===== config.mk =====
export PLATFORM = sky130hd
export DESIGN_NAME = dvru_relax
export DESIGN_NICKNAME = d
export VERILOG_FILES = /design/src/hw/rtl/dvru_pkg.sv /design/src/hw/rtl/dvru_relax.sv
export SDC_FILE = /design/constraint.sdc
export NUM_CORES = 1
export LEC_CHECK = 0
export ABC_AREA = 1
export BUFFER_PORTS_ARGS = -buffer_cell sky130_fd_sc_hd__buf_4
export CAP_MARGIN = 20
export CORE_MARGIN = 5
export CORE_UTILIZATION = 52
export DETAILED_ROUTE_END_ITERATION = 8
export PLACE_DENSITY = 0.95
export SETUP_SLACK_MARGIN = 0.5
export SLEW_MARGIN = 20
export SYNTH_ARGS = -nofsm -noshare
export SYNTH_HDL_FRONTEND = slang
export SYNTH_SLANG_ARGS = --single-unit
export TNS_END_PERCENT = 20

===== constraint.sdc =====
create_clock -name vclk -period 11.6
set_input_delay 1.74 -clock vclk [all_inputs]
set_output_delay 1.74 -clock vclk [all_outputs]
set_load 0.02 [all_outputs]

===== src/hw/rtl/dvru_pkg.sv =====
// Package of the distance-vector route update block: sizes, operation codes
// and the payload and control structures. No dependencies.
package dvru_pkg;

   localparam int NODE_COUNT = 256;
   localparam int NODE_BITS  = $clog2(NODE_COUNT);
   localparam int COST_BITS  = 16;

   typedef enum logic [1:0] {
      OP_INSERT = 2'd0,
      OP_RELAX  = 2'd1,
      OP_LOOKUP = 2'd2
   } op_type;

   typedef struct packed {
      logic [1:0]           op;
      logic [7:0]           dest;
      logic [COST_BITS-1:0] cost_in;
      logic [7:0]           hop_in;
      logic [7:0]           neighbor;
      logic [COST_BITS-1:0] link_cost;
   } req_type;

   typedef struct packed {
      logic                 entry_valid;
      logic [COST_BITS-1:0] cost_out;
      logic [7:0]           hop_out;
      logic                 changed;
   } rsp_type;

   typedef struct packed {
      logic                 valid;
      logic [COST_BITS-1:0] cost;
      logic [7:0]           hop;
   } entry_type;

   typedef struct packed {
      logic                 en;
      logic [NODE_BITS-1:0] addr;
      logic [COST_BITS-1:0] cost;
      logic [7:0]           hop;
   } wr_type;

endpackage


===== src/hw/rtl/dvru_relax.sv =====
// Per-item update logic: insert, Bellman-Ford relax with split horizon, and
// look up, giving the table write and the response. Uses dvru_pkg.
module dvru_relax (
   input  dvru_pkg::req_type   item,
   input  dvru_pkg::entry_type entry,
   input  logic [7:0]          own_node,
   output dvru_pkg::wr_type    wr,
   output dvru_pkg::rsp_type   rsp
);
   import dvru_pkg::*;

   localparam logic [COST_BITS-1:0] COST_MAX = {COST_BITS{1'b1}};

   logic                 is_insert;
   logic                 is_relax;
   logic                 to_neighbor;
   logic [COST_BITS-1:0] adv_cost;
   logic [7:0]           via_hop;
   logic [COST_BITS:0]   sum;
   logic [COST_BITS-1:0] sum_sat;
   logic                 take;
   logic                 write;
   logic [COST_BITS-1:0] new_cost;
   logic [7:0]           new_hop;
   logic                 valid_after;

   always_comb begin
      is_insert   = (item.op == OP_INSERT);
      is_relax    = (item.op == OP_RELAX);
      // A neighbor reaches itself at no cost.
      to_neighbor = (item.dest == item.neighbor);
      adv_cost    = to_neighbor ? '0 : item.cost_in;
      via_hop     = to_neighbor ? item.neighbor : item.hop_in;
      sum         = {1'b0, item.link_cost} + {1'b0, adv_cost};
      sum_sat     = sum[COST_BITS] ? COST_MAX : sum[COST_BITS-1:0];
      // Take the route when it is no worse, or when the entry already runs
      // through this neighbor and the neighbor does not route back via us.
      take        = is_relax && entry.valid &&
                    ((sum_sat <= entry.cost) ||
                     ((entry.hop == item.neighbor) && (via_hop != own_node)));
      write       = is_insert || take;
      new_cost    = is_insert ? item.cost_in : sum_sat;
      new_hop     = is_insert ? item.hop_in : item.neighbor;
      valid_after = is_insert || entry.valid;

      wr.en   = write;
      wr.addr = item.dest[NODE_BITS-1:0];
      wr.cost = new_cost;
      wr.hop  = new_hop;

      rsp.entry_valid = valid_after;
      rsp.changed     = take;
      if (!valid_after) begin
         rsp.cost_out = '0;
         rsp.hop_out  = '0;
      end else if (write) begin
         rsp.cost_out = new_cost;
         rsp.hop_out  = new_hop;
      end else begin
         rsp.cost_out = entry.cost;
         rsp.hop_out  = entry.hop;
      end
   end

endmodule


* Yosys cells after proc, flatten, opt, wreduce, memory -nomap -nowiden
Index checks and enable logic that the tools add are counted.
** Cells by class
- $add $sub $neg :: 1
- Magnitude comparators :: 1
- Eq/ne operators :: 4
- Multiplexer cells :: 7
- Reductions and logical operators :: 7
** Operators with widths (number)
- 16-bit two-way mux :: 3
- 24-bit two-way mux :: 2
- 16-bit by 16-bit adder with 17-bit output :: 1
- 8-bit equality test :: 2
- 16-bit <= comparator :: 1
- 8-bit two-way mux :: 2
- 8-bit != test :: 1
- 1-bit logical AND :: 3
- 1-bit logical OR :: 3
- 2-bit by 1-bit equality test with 1-bit output (second input constant) :: 1
- 2-bit logical NOT :: 1
** Storage, ports and cells
- Register bits :: 0
- Input bits :: 91
- Output and inout bits :: 59
- Word-level logic and storage cells :: 20

* Depth between registers and ports, before layout
Gate-level depths: netlist (run 1).
- Word-level depth :: 10
- Depth in mapped cells :: 36
- Gate-level depth less buffers :: 33

* Worst setup path before layout (run 1)
No wires, ideal clock.
- Path type :: input-to-output
- Start :: in item[20] (netlist name)
- End :: out rsp[6] (netlist name)
- Arrival :: 6219 ps
- Required time :: 9860 ps
- Path slack :: 3641 ps
- Stages :: 34
- Path buffers :: 3
- Cell sequence :: inv_1 nand2_1 nand2_1 nand2_1 nor2_2 nand2_1 buf_6 inv_1 clkbuf_1 nor2_1 ha_1 fa_1 nand2_1 inv_1 nand2_1 nand2_1 a21oi_1 o21ai_1 nand2_1 nand2_1 a21oi_4 inv_1 or2_2 ha_1 a21oi_1 o21a_1 o221ai_1 nand3_1 a21oi_1 nand2_2 nand2_4 buf_6 a21oi_1 nor2_1
** RTL lines
- from (decl) :: RTL line dvru_relax.sv:4 : input dvru_pkg::req_type item,
- to (decl) :: RTL line dvru_relax.sv:8 : output dvru_pkg::rsp_type rsp

==> results of run 1 <==
report_power, final:
part / switching (uW) / leakage, uW / internal, uW / total [uW]
logic: 135 / 0.00240 / 97.4 / 232
clock network: 0 / 0 / 0 / 0
registers: 0 / 0 / 0 / 0
total: 135 / 0.00240 / 97.4 / 232
cell families (layout without fill, tap and decap cells):
| family | count (synthesis) | in the layout | share of synthesized area |
|---|---|---|---|
| simple gates | 294 | 294 | 0.442 |
| buf+inv | 121 | 243 | 0.196 |
| compound gates | 84 | 84 | 0.164 |
| xor+xnor | 15 | 15 | 0.0470 |
| fa+ha+maj | 33 | 33 | 0.150 |
synth_stat cells, types with 5 or more instances:
master / instances
xnor2_1: 5
buf_4: 11
xor2_1: 10
nand2_1: 165
o21ai_0: 23
nand3_1: 54
a21oi_1: 48
ha_1: 32
inv_1: 86
buf_6: 7
nor2_1: 52
clkbuf_1: 12
stage by stage:
step / instance area, um2 / util / hold WS (ps) / setup slack (ps) / power, uW
after floorplan: 2790 / - / 3590 / 3640 / 147
after global placement: 3820 / 0.738 / 3700 / 2830 / 223
after detailed placement: 3820 / 0.738 / 3700 / 2460 / 230
after CTS: 3820 / 0.738 / 3700 / 2450 / 231
after global routing: 3820 / 0.738 / 3700 / 1860 / 257
final: 3820 / 0.738 / 3700 / 2390 / 232
critical path: cells and delay by family:
kind	cells	cell delay, ps
and+or+nand+nor	18	2310
buffers and inverters	6	1080
AOI/OAI and AO/OA	7	1370
adders and majority gates	3	930
path summary, 6_finish.rpt:
| kind | startpoint | end | cells past startpoint |
|---|---|---|---|
| worst max-delay path | item[20] | rsp[14] | 34 |
| worst min-delay path | item[51] | wr[27] | 2 |
final cells by class:
type               count  area (um2)  share of cell area
repair buffers       152        1140               0.299
inverters             91         342              0.0895
well taps             70        87.6              0.0230
multi-input cells    426        2250               0.589
metal layers:
layer	global-route usage	vias up	routed length (um)
li1	-	1972	-
met1	0.310	1711	3910
met2	0.502	147	4910
met3	0.0307	14	676
met4	0.0416	0	129
met5	0	-	0
==> flow_metrics.tcl, run 1 <==
set metrics [dict create \
    drv_slew 0 \
    cts_resized 0 \
    drt-pass1-iter-count 5 \
    status "completed" \
    syn_area_um2 2790 \
    overflow 0 \
    fin_cells 739 \
    die_h_um 83.3 \
    yosysSeqAreaShare 0 \
    post-route-min-period_ps 9210 \
    yosys_warnings 0 \
    crit_slowest_cell "inv_1" \
    antenna_left 0 \
    p_leak_uw 0.00240 \
    nFillCells 442 \
    layout_common_cells "165 x nand2_1, 152 x buf_4, 86 x inv_1, 54 x nand3_1, 52 x nor2_1" \
    viasPerCell 5.20 \
    num_rows 26 \
    cellPowerDensity_nw_per_um2 60.9 \
    start_util 0.540 \
    antenna_found_initial 0 \
    track_usage 0.261 \
    drc 0 \
    grt_pass1_wl_um 16100 \
    dieArea_um2 6940 \
    dp.cells 739 \
    min_period_over_period 0.794 \
    path_max_fanout 50 \
    peakVddDrop_uv 38.2 \
    crit_arrival_ps 7470 \
    relSlewSlack 0.365 \
    nNetsFinal 795 \
    crit_path_end_kind "output pin" \
    drive_gt1_frac 0.253 \
    grt_max_degree 80 \
    port_buffers 150 \
    cpMostUsedCell "nand2_1" \
    syn2layout_area_growth_pct 36.6 \
    worstMarginPinSlew_ps 951 \
    yosysTopAreaCell "nand2_1" \
    routed_wl_um 9630 \
    layout_commonest_cell "nand2_1" \
    place.detailed.hpwl_um 7970 \
    worst_path_largest_cell_delay_ps 540 \
    drv_cap 0 \
    setup_viol 0 \
    finalHoldViolCount 0 \
    min_path_type "primary input to output pin" \
    syn_nets 671 \
    grt_pass1_vias 3660 \
    coreArea_um2 5170 \
    vias 3844 \
    drt-initial-drc-count 166 \
    nClkBuffers 0 \
    pin_count 150 \
    synth.area.top_cells "nand2_1 22%, ha_1 14%, inv_1 12%" \
    synthCells 547 \
    hold_buffers 0 \
    diodes 0 \
    synth_cell_types 34 \
    seqCellArea_um2 0 \
    post-cts-setup-buffers 0 \
    synth.top_cell.area_share 0.222 \
    rsz0062_at_grt "false" \
    cp-start-kind "primary input" \
    gp_congestion 0.925 \
    cp.required_ps 9860 \
    die_x_um 83.3 \
    wl_per_cell_um 13.0 \
    setup_tns_ps 0 \
    nFlopsAndLatches 0 \
    avgSynthCellArea_um2 5.11 \
    crit_type "primary input to output pin" \
    fmax_ghz 0.109 \
]
Power figures use the tool's default switching activity.
==> run 2, diff against run 1 <==
--- a/config.mk
+++ b/config.mk
@@ -5,13 +5,13 @@
 export SDC_FILE = /design/constraint.sdc
 export NUM_CORES = 1
 export LEC_CHECK = 0
-export ABC_AREA = 1
+export ABC_AREA = 0
 export BUFFER_PORTS_ARGS = -buffer_cell sky130_fd_sc_hd__buf_4
 export CAP_MARGIN = 20
 export CORE_MARGIN = 5
-export CORE_UTILIZATION = 52
+export CORE_UTILIZATION = 42
 export DETAILED_ROUTE_END_ITERATION = 8
-export PLACE_DENSITY = 0.95
+export PLACE_DENSITY = 0.9
 export SETUP_SLACK_MARGIN = 0.5
 export SLEW_MARGIN = 20
 export SYNTH_ARGS = -nofsm -noshare
==> constraint.sdc (replaced) <==
create_clock -name vclk -period 8
set_input_delay 1.2 -clock vclk [all_inputs]
set_output_delay 1.2 -clock vclk [all_outputs]
set_load 0.02 [all_outputs]
==> flow_metrics.tcl, run 2 <==
set metrics [dict create \
    path_buf_inv 5 \
    setup_viol 0 \
    synth_cell_types 50 \
    avgSynthCellArea_um2 6.45 \
    crit_slowest_cell "o311ai_0" \
    cp_top_family "simple AND/OR/NAND/NOR gates" \
    drt-pass1-iter-count 6 \
    start_util 0.434 \
    rsz0062_at_grt "false" \
    syn_nets 525 \
    p_int_uw 178 \
    grt_pass1_wl_um 15600 \
    crit_chain "buf_4 -> xor2_1 -> nor4_4 -> nand2_2 -> buf_4 -> and2_1 -> ha_2 -> a21o_1 -> a211o_1 -> nor3_2 -> a211oi_2 -> buf_4 -> a211o_1 -> ha_1 -> and3_1 -> nand4_1 -> or3_1 -> o21ai_2 -> o21bai_4 -> buf_6 -> o311ai_0 -> buf_4" \
    status "completed" \
    drc 0 \
    setup_tns_ps 0 \
    synth.area.top_cells "ha_1 15%, nand2_1 8.3%, xor2_1 7.5%" \
    syn_area_um2 2580 \
    path_max_fanout 14 \
    cp-start-kind "primary input" \
    die_h_um 88.5 \
    p_clk_frac 0 \
    routed_wl_um 10700 \
    finalHoldViolCount 0 \
    drv_slew 0 \
    port_buffers 150 \
    hold_buffers 0 \
    diodes 0 \
    drv_cap 0 \
    seqCellArea_um2 0 \
    switching_share 0.566 \
    grt_max_degree 50 \
    yosysSeqAreaShare 0 \
    synth_common_cells "57 x nand2_1, 47 x nor2_1, 32 x ha_1" \
    relSlewSlack 0.375 \
    nNetsFinal 661 \
    cp.required_ps 6800 \
    viasPerCell 5.85 \
    pin_count 150 \
    drt-initial-drc-count 256 \
    dieArea_um2 7820 \
    die_x_um 88.5 \
    syn2layout_area_growth_pct 49.1 \
    nClkBuffers 0 \
    overflow 0 \
    post-route-min-period_ps 7340 \
    min_path_type "primary input to output pin" \
    synth.most_common_cell "nand2_1" \
    vias 3571 \
    min_period_over_period 0.917 \
    track_usage 0.241 \
    wl_per_cell_um 17.5 \
    hold_slack_ps 2620 \
    power.switching_uw 231 \
    yosysTopAreaCell "ha_1" \
    p_leak_uw 0.00195 \
    peakVddDrop_uv 81.0 \
    crit_arrival_ps 6140 \
    worstMarginPinSlew_ps 937 \
    fmax_ghz 0.136 \
    num_rows 28 \
    layout_common_cells "158 x buf_4, 56 x nand2_1, 41 x nor2_1, 31 x inv_1, 30 x ha_1" \
    drive_gt1_frac 0.357 \
    power_frac_comb 1.000 \
    nFillCells 531 \
    antenna_left 0 \
    gp_congestion 0.987 \
    cellPowerDensity_nw_per_um2 106 \
    seq_power_share 0 \
    grt_pass1_vias 3415 \
    synthCells 401 \
    antenna_found_initial 0 \
    cpMostUsedCell "buf_4" \
    worst_path_largest_cell_delay_ps 400 \
    synth.top_cell.area_share 0.155 \
    layout_commonest_cell "buf_4" \
    crit_path_end_kind "output pin" \
    crit_type "primary input to output pin" \
    coreArea_um2 5960 \
    nFlopsAndLatches 0 \
    yosys_warnings 0 \
    place.detailed.hpwl_um 8600 \
]
==> run 2: cell types whose count changed after synthesis, moves of 7 or more <==
cell,delta
o311ai_0,+7
a21oi_1,-26
inv_1,-55
nand3_1,-51
a21o_1,+11
nand4_1,+13
nand2_1,-108
xnor2_1,+12
xor2_1,+12
a22o_1,+8
a211oi_1,+8
and2_1,+16
==> run 2: per-layer routing <==
metal / part of all wire / global-route usage / vias to the layer above / routed length [um]
li1: - / - / 1678 / -
met1: 0.38 / 0.295 / 1654 / 4110
met2: 0.51 / 0.439 / 199 / 5430
met3: 0.076 / 0.0261 / 40 / 808
met4: 0.032 / 0.0755 / 0 / 346
met5: 0 / 0 / - / 0
==> run 2: cell type report <==
type	count	area, um2	share of cell area
multi-input cells	342	2420	0.628
repair buffers	162	1220	0.318
inverters	31	116	0.0302
well taps	75	93.8	0.0244
==> run 2: through the flow <==
stage	power, uW	utilization	instance area (um2)	cells	setup slack (ps)
finish	409	0.647	3850	610	663
global route	440	0.647	3850	610	421
CTS	384	0.624	3710	606	446
detailed placement	377	0.619	3690	603	225
global placement	366	0.619	3690	603	484
floorplan	232	-	2580	401	639
==> run 2: cells by family after synthesis <==
kind of cell             Yosys count  share of synthesized area
AND/OR/NAND/NOR                  164                      0.306
XOR/XNOR                          39                      0.132
adder cells (fa/ha/maj)           33                      0.163
AO/OA/AOI/OAI                     99                      0.266
multiplexers                       7                     0.0276
buffers and inverters             59                      0.106
==> run 2: path summary, 6_finish.rpt <==
kind	endpoint	slack [ps]	startpoint	cells past startpoint
worst max-delay path	rsp[10]	660	item[17]	22
worst min-delay path	wr[25]	2620	item[49]	2
==> run 2: power by group through the flow <==
stage	sequential, uW	clock (uW)	combinational (uW)
after CTS	0	0	384
final	0	0	409
after global placement	0	0	366
after detailed placement	0	0	377
after global routing	0	0	440
after floorplan	0	0	232
==> run 2: repair_timing <==
action,CTS,global route
hold endpoints to repair,0,0
gates cloned,0,1
buffers inserted,3,3
gates resized for setup,5,29
setup endpoints to repair,25,26
pin swaps,1,9
==> run 3, diff against run 2 <==
--- a/config.mk
+++ b/config.mk
@@ -9,9 +9,9 @@
 export BUFFER_PORTS_ARGS = -buffer_cell sky130_fd_sc_hd__buf_4
 export CAP_MARGIN = 20
 export CORE_MARGIN = 5
-export CORE_UTILIZATION = 42
+export CORE_UTILIZATION = 40
 export DETAILED_ROUTE_END_ITERATION = 8
-export PLACE_DENSITY = 0.9
+export PLACE_DENSITY = 0.87
 export SETUP_SLACK_MARGIN = 0.5
 export SLEW_MARGIN = 20
 export SYNTH_ARGS = -nofsm -noshare
==> constraint.sdc (replaced) <==
create_clock -name vclk -period 8
set_input_delay 1.2 -clock vclk [all_inputs]
set_output_delay 1.2 -clock vclk [all_outputs]
set_load 0.1 [all_outputs]
==> flow_metrics.tcl, run 3 (synthesized netlist as in run 2, its figures left out) <==
set metrics [dict create \
    overflow 0 \
    cp_top_family "simple AND/OR/NAND/NOR gates" \
    setup_viol 0 \
    finalHoldViolCount 0 \
    setup_tns_ps 0 \
    routed_wl_um 11300 \
    setup_slack_ps 619 \
    peakVddDrop_uv 141 \
    status "completed" \
    track_usage 0.246 \
    min_period_over_period 0.923 \
    nNetsFinal 669 \
    layout_common_cells "152 x buf_4, 56 x nand2_1, 40 x nor2_1, 31 x inv_1, 28 x ha_1" \
    fin_cells 620 \
    route.met2.wl_um 5750 \
    seqCellArea_um2 0 \
    port_buffers 150 \
    coreArea_um2 6310 \
    drc 0 \
    cellPowerDensity_nw_per_um2 167 \
    p_leak_uw 0.00209 \
    drv_slew 0 \
    nFillCells 530 \
    crit_path_end_kind "output pin" \
    diodes 0 \
    hold_slack_ps 2740 \
    dieArea_um2 8170 \
    nClkBuffers 0 \
    hold_buffers 0 \
    cp-start-kind "primary input" \
    worst_path_largest_cell_delay_ps 380 \
    crit_chain "buf_4 -> xor2_1 -> nor4_4 -> nand2_2 -> buf_6 -> and2_1 -> ha_4 -> a21o_1 -> a211o_1 -> nor3_2 -> a211oi_2 -> buf_4 -> a211o_1 -> ha_1 -> and3_1 -> nand4_1 -> or3_1 -> o21ai_2 -> o21bai_4 -> buf_12 -> buf_16 -> or3_1 -> nand3_2 -> buf_12" \
    crit_slowest_cell "or3_1" \
    drt-pass1-iter-count 5 \
    grt_pass1_wl_um 17500 \
    hold_start "item[55]" \
    drive_gt1_frac 0.405 \
    min_path_type "primary input to output pin" \
    layout_commonest_cell "buf_4" \
    relSlewSlack 0.355 \
    crit_type "primary input to output pin" \
    post-route-min-period_ps 7380 \
    wl_met1_um 4310 \
    multi_input_area_um2 2600 \
    antenna_found_initial 0 \
    viasPerCell 5.87 \
    dp.cells 604 \
    syn2layout_area_growth_pct 63.0 \
    grt_max_degree 50 \
    crit_arrival_ps 6180 \
    gp_congestion 0.946 \
    rsz0062_at_grt "false" \
    path_buf_inv 6 \
    num_rows 29 \
    grt_pass1_vias 3630 \
    vias 3641 \
    crit_start "item[21]" \
    start_util 0.409 \
    path_max_fanout 14 \
    place.detailed.hpwl_um 8470 \
    die_h_um 90.4 \
    worstMarginPinSlew_ps 968 \
    wl_met3_um 861 \
    drt-initial-drc-count 141 \
    antenna_left 0 \
    nFlopsAndLatches 0 \
    die_x_um 90.4 \
    dp_slack_ps 185 \
    wl_per_cell_um 18.2 \
    fmax_ghz 0.135 \
    fin_util 0.667 \
    pin_count 150 \
    top_layer "met4" \
    cp.required_ps 6800 \
    drv_cap 0 \
]
[run 3: cell types whose count changed in the layout (fill, tap and decap cells not counted), sizes merged]
| cell | delta |
|---|---|
| buf | +9 |
| clkdlybuf4s15 | -1 |
[run 3: power breakdown]
part | switching, uW | internal [uW]
combinational | 492 | 214
clock | 0 | 0
sequential | 0 | 0
[run 3: per-stage QoR]
step | total power (uW) | cell area, um2
after floorplan | 482 | 2690
after global placement | 623 | 3800
after detailed placement | 631 | 3800
after CTS | 659 | 3960
after global routing | 737 | 4210
final | 706 | 4210
[run 3: worst paths after layout]
path / to / cells past startpoint
worst max-delay path: rsp[23] / 24
worst min-delay path: wr[31] / 2
[run 3: layer usage]
| layer | up-vias | GRT usage |
|---|---|---|
| met5 | - | 0 |
| met4 | 0 | 0.0670 |
| met3 | 37 | 0.0425 |
| met2 | 195 | 0.455 |
| met1 | 1716 | 0.286 |
| li1 | 1693 | - |
[run 3: cell type report]
cell class / instances / area share
inverters: 31 / 0.0276
repair buffers: 170 / 0.332
multi-input cells: 342 / 0.618
well taps: 77 / 0.0229
[run 3: what timing repair did]
| item | 4_1_cts | 5_1_grt |
|---|---|---|
| setup buffers | 3 | 10 |
| gates resized for setup | 27 | 37 |
| cloned | 1 | 2 |
| pin swaps | 2 | 16 |
| setup endpoints to repair | 25 | 26 |
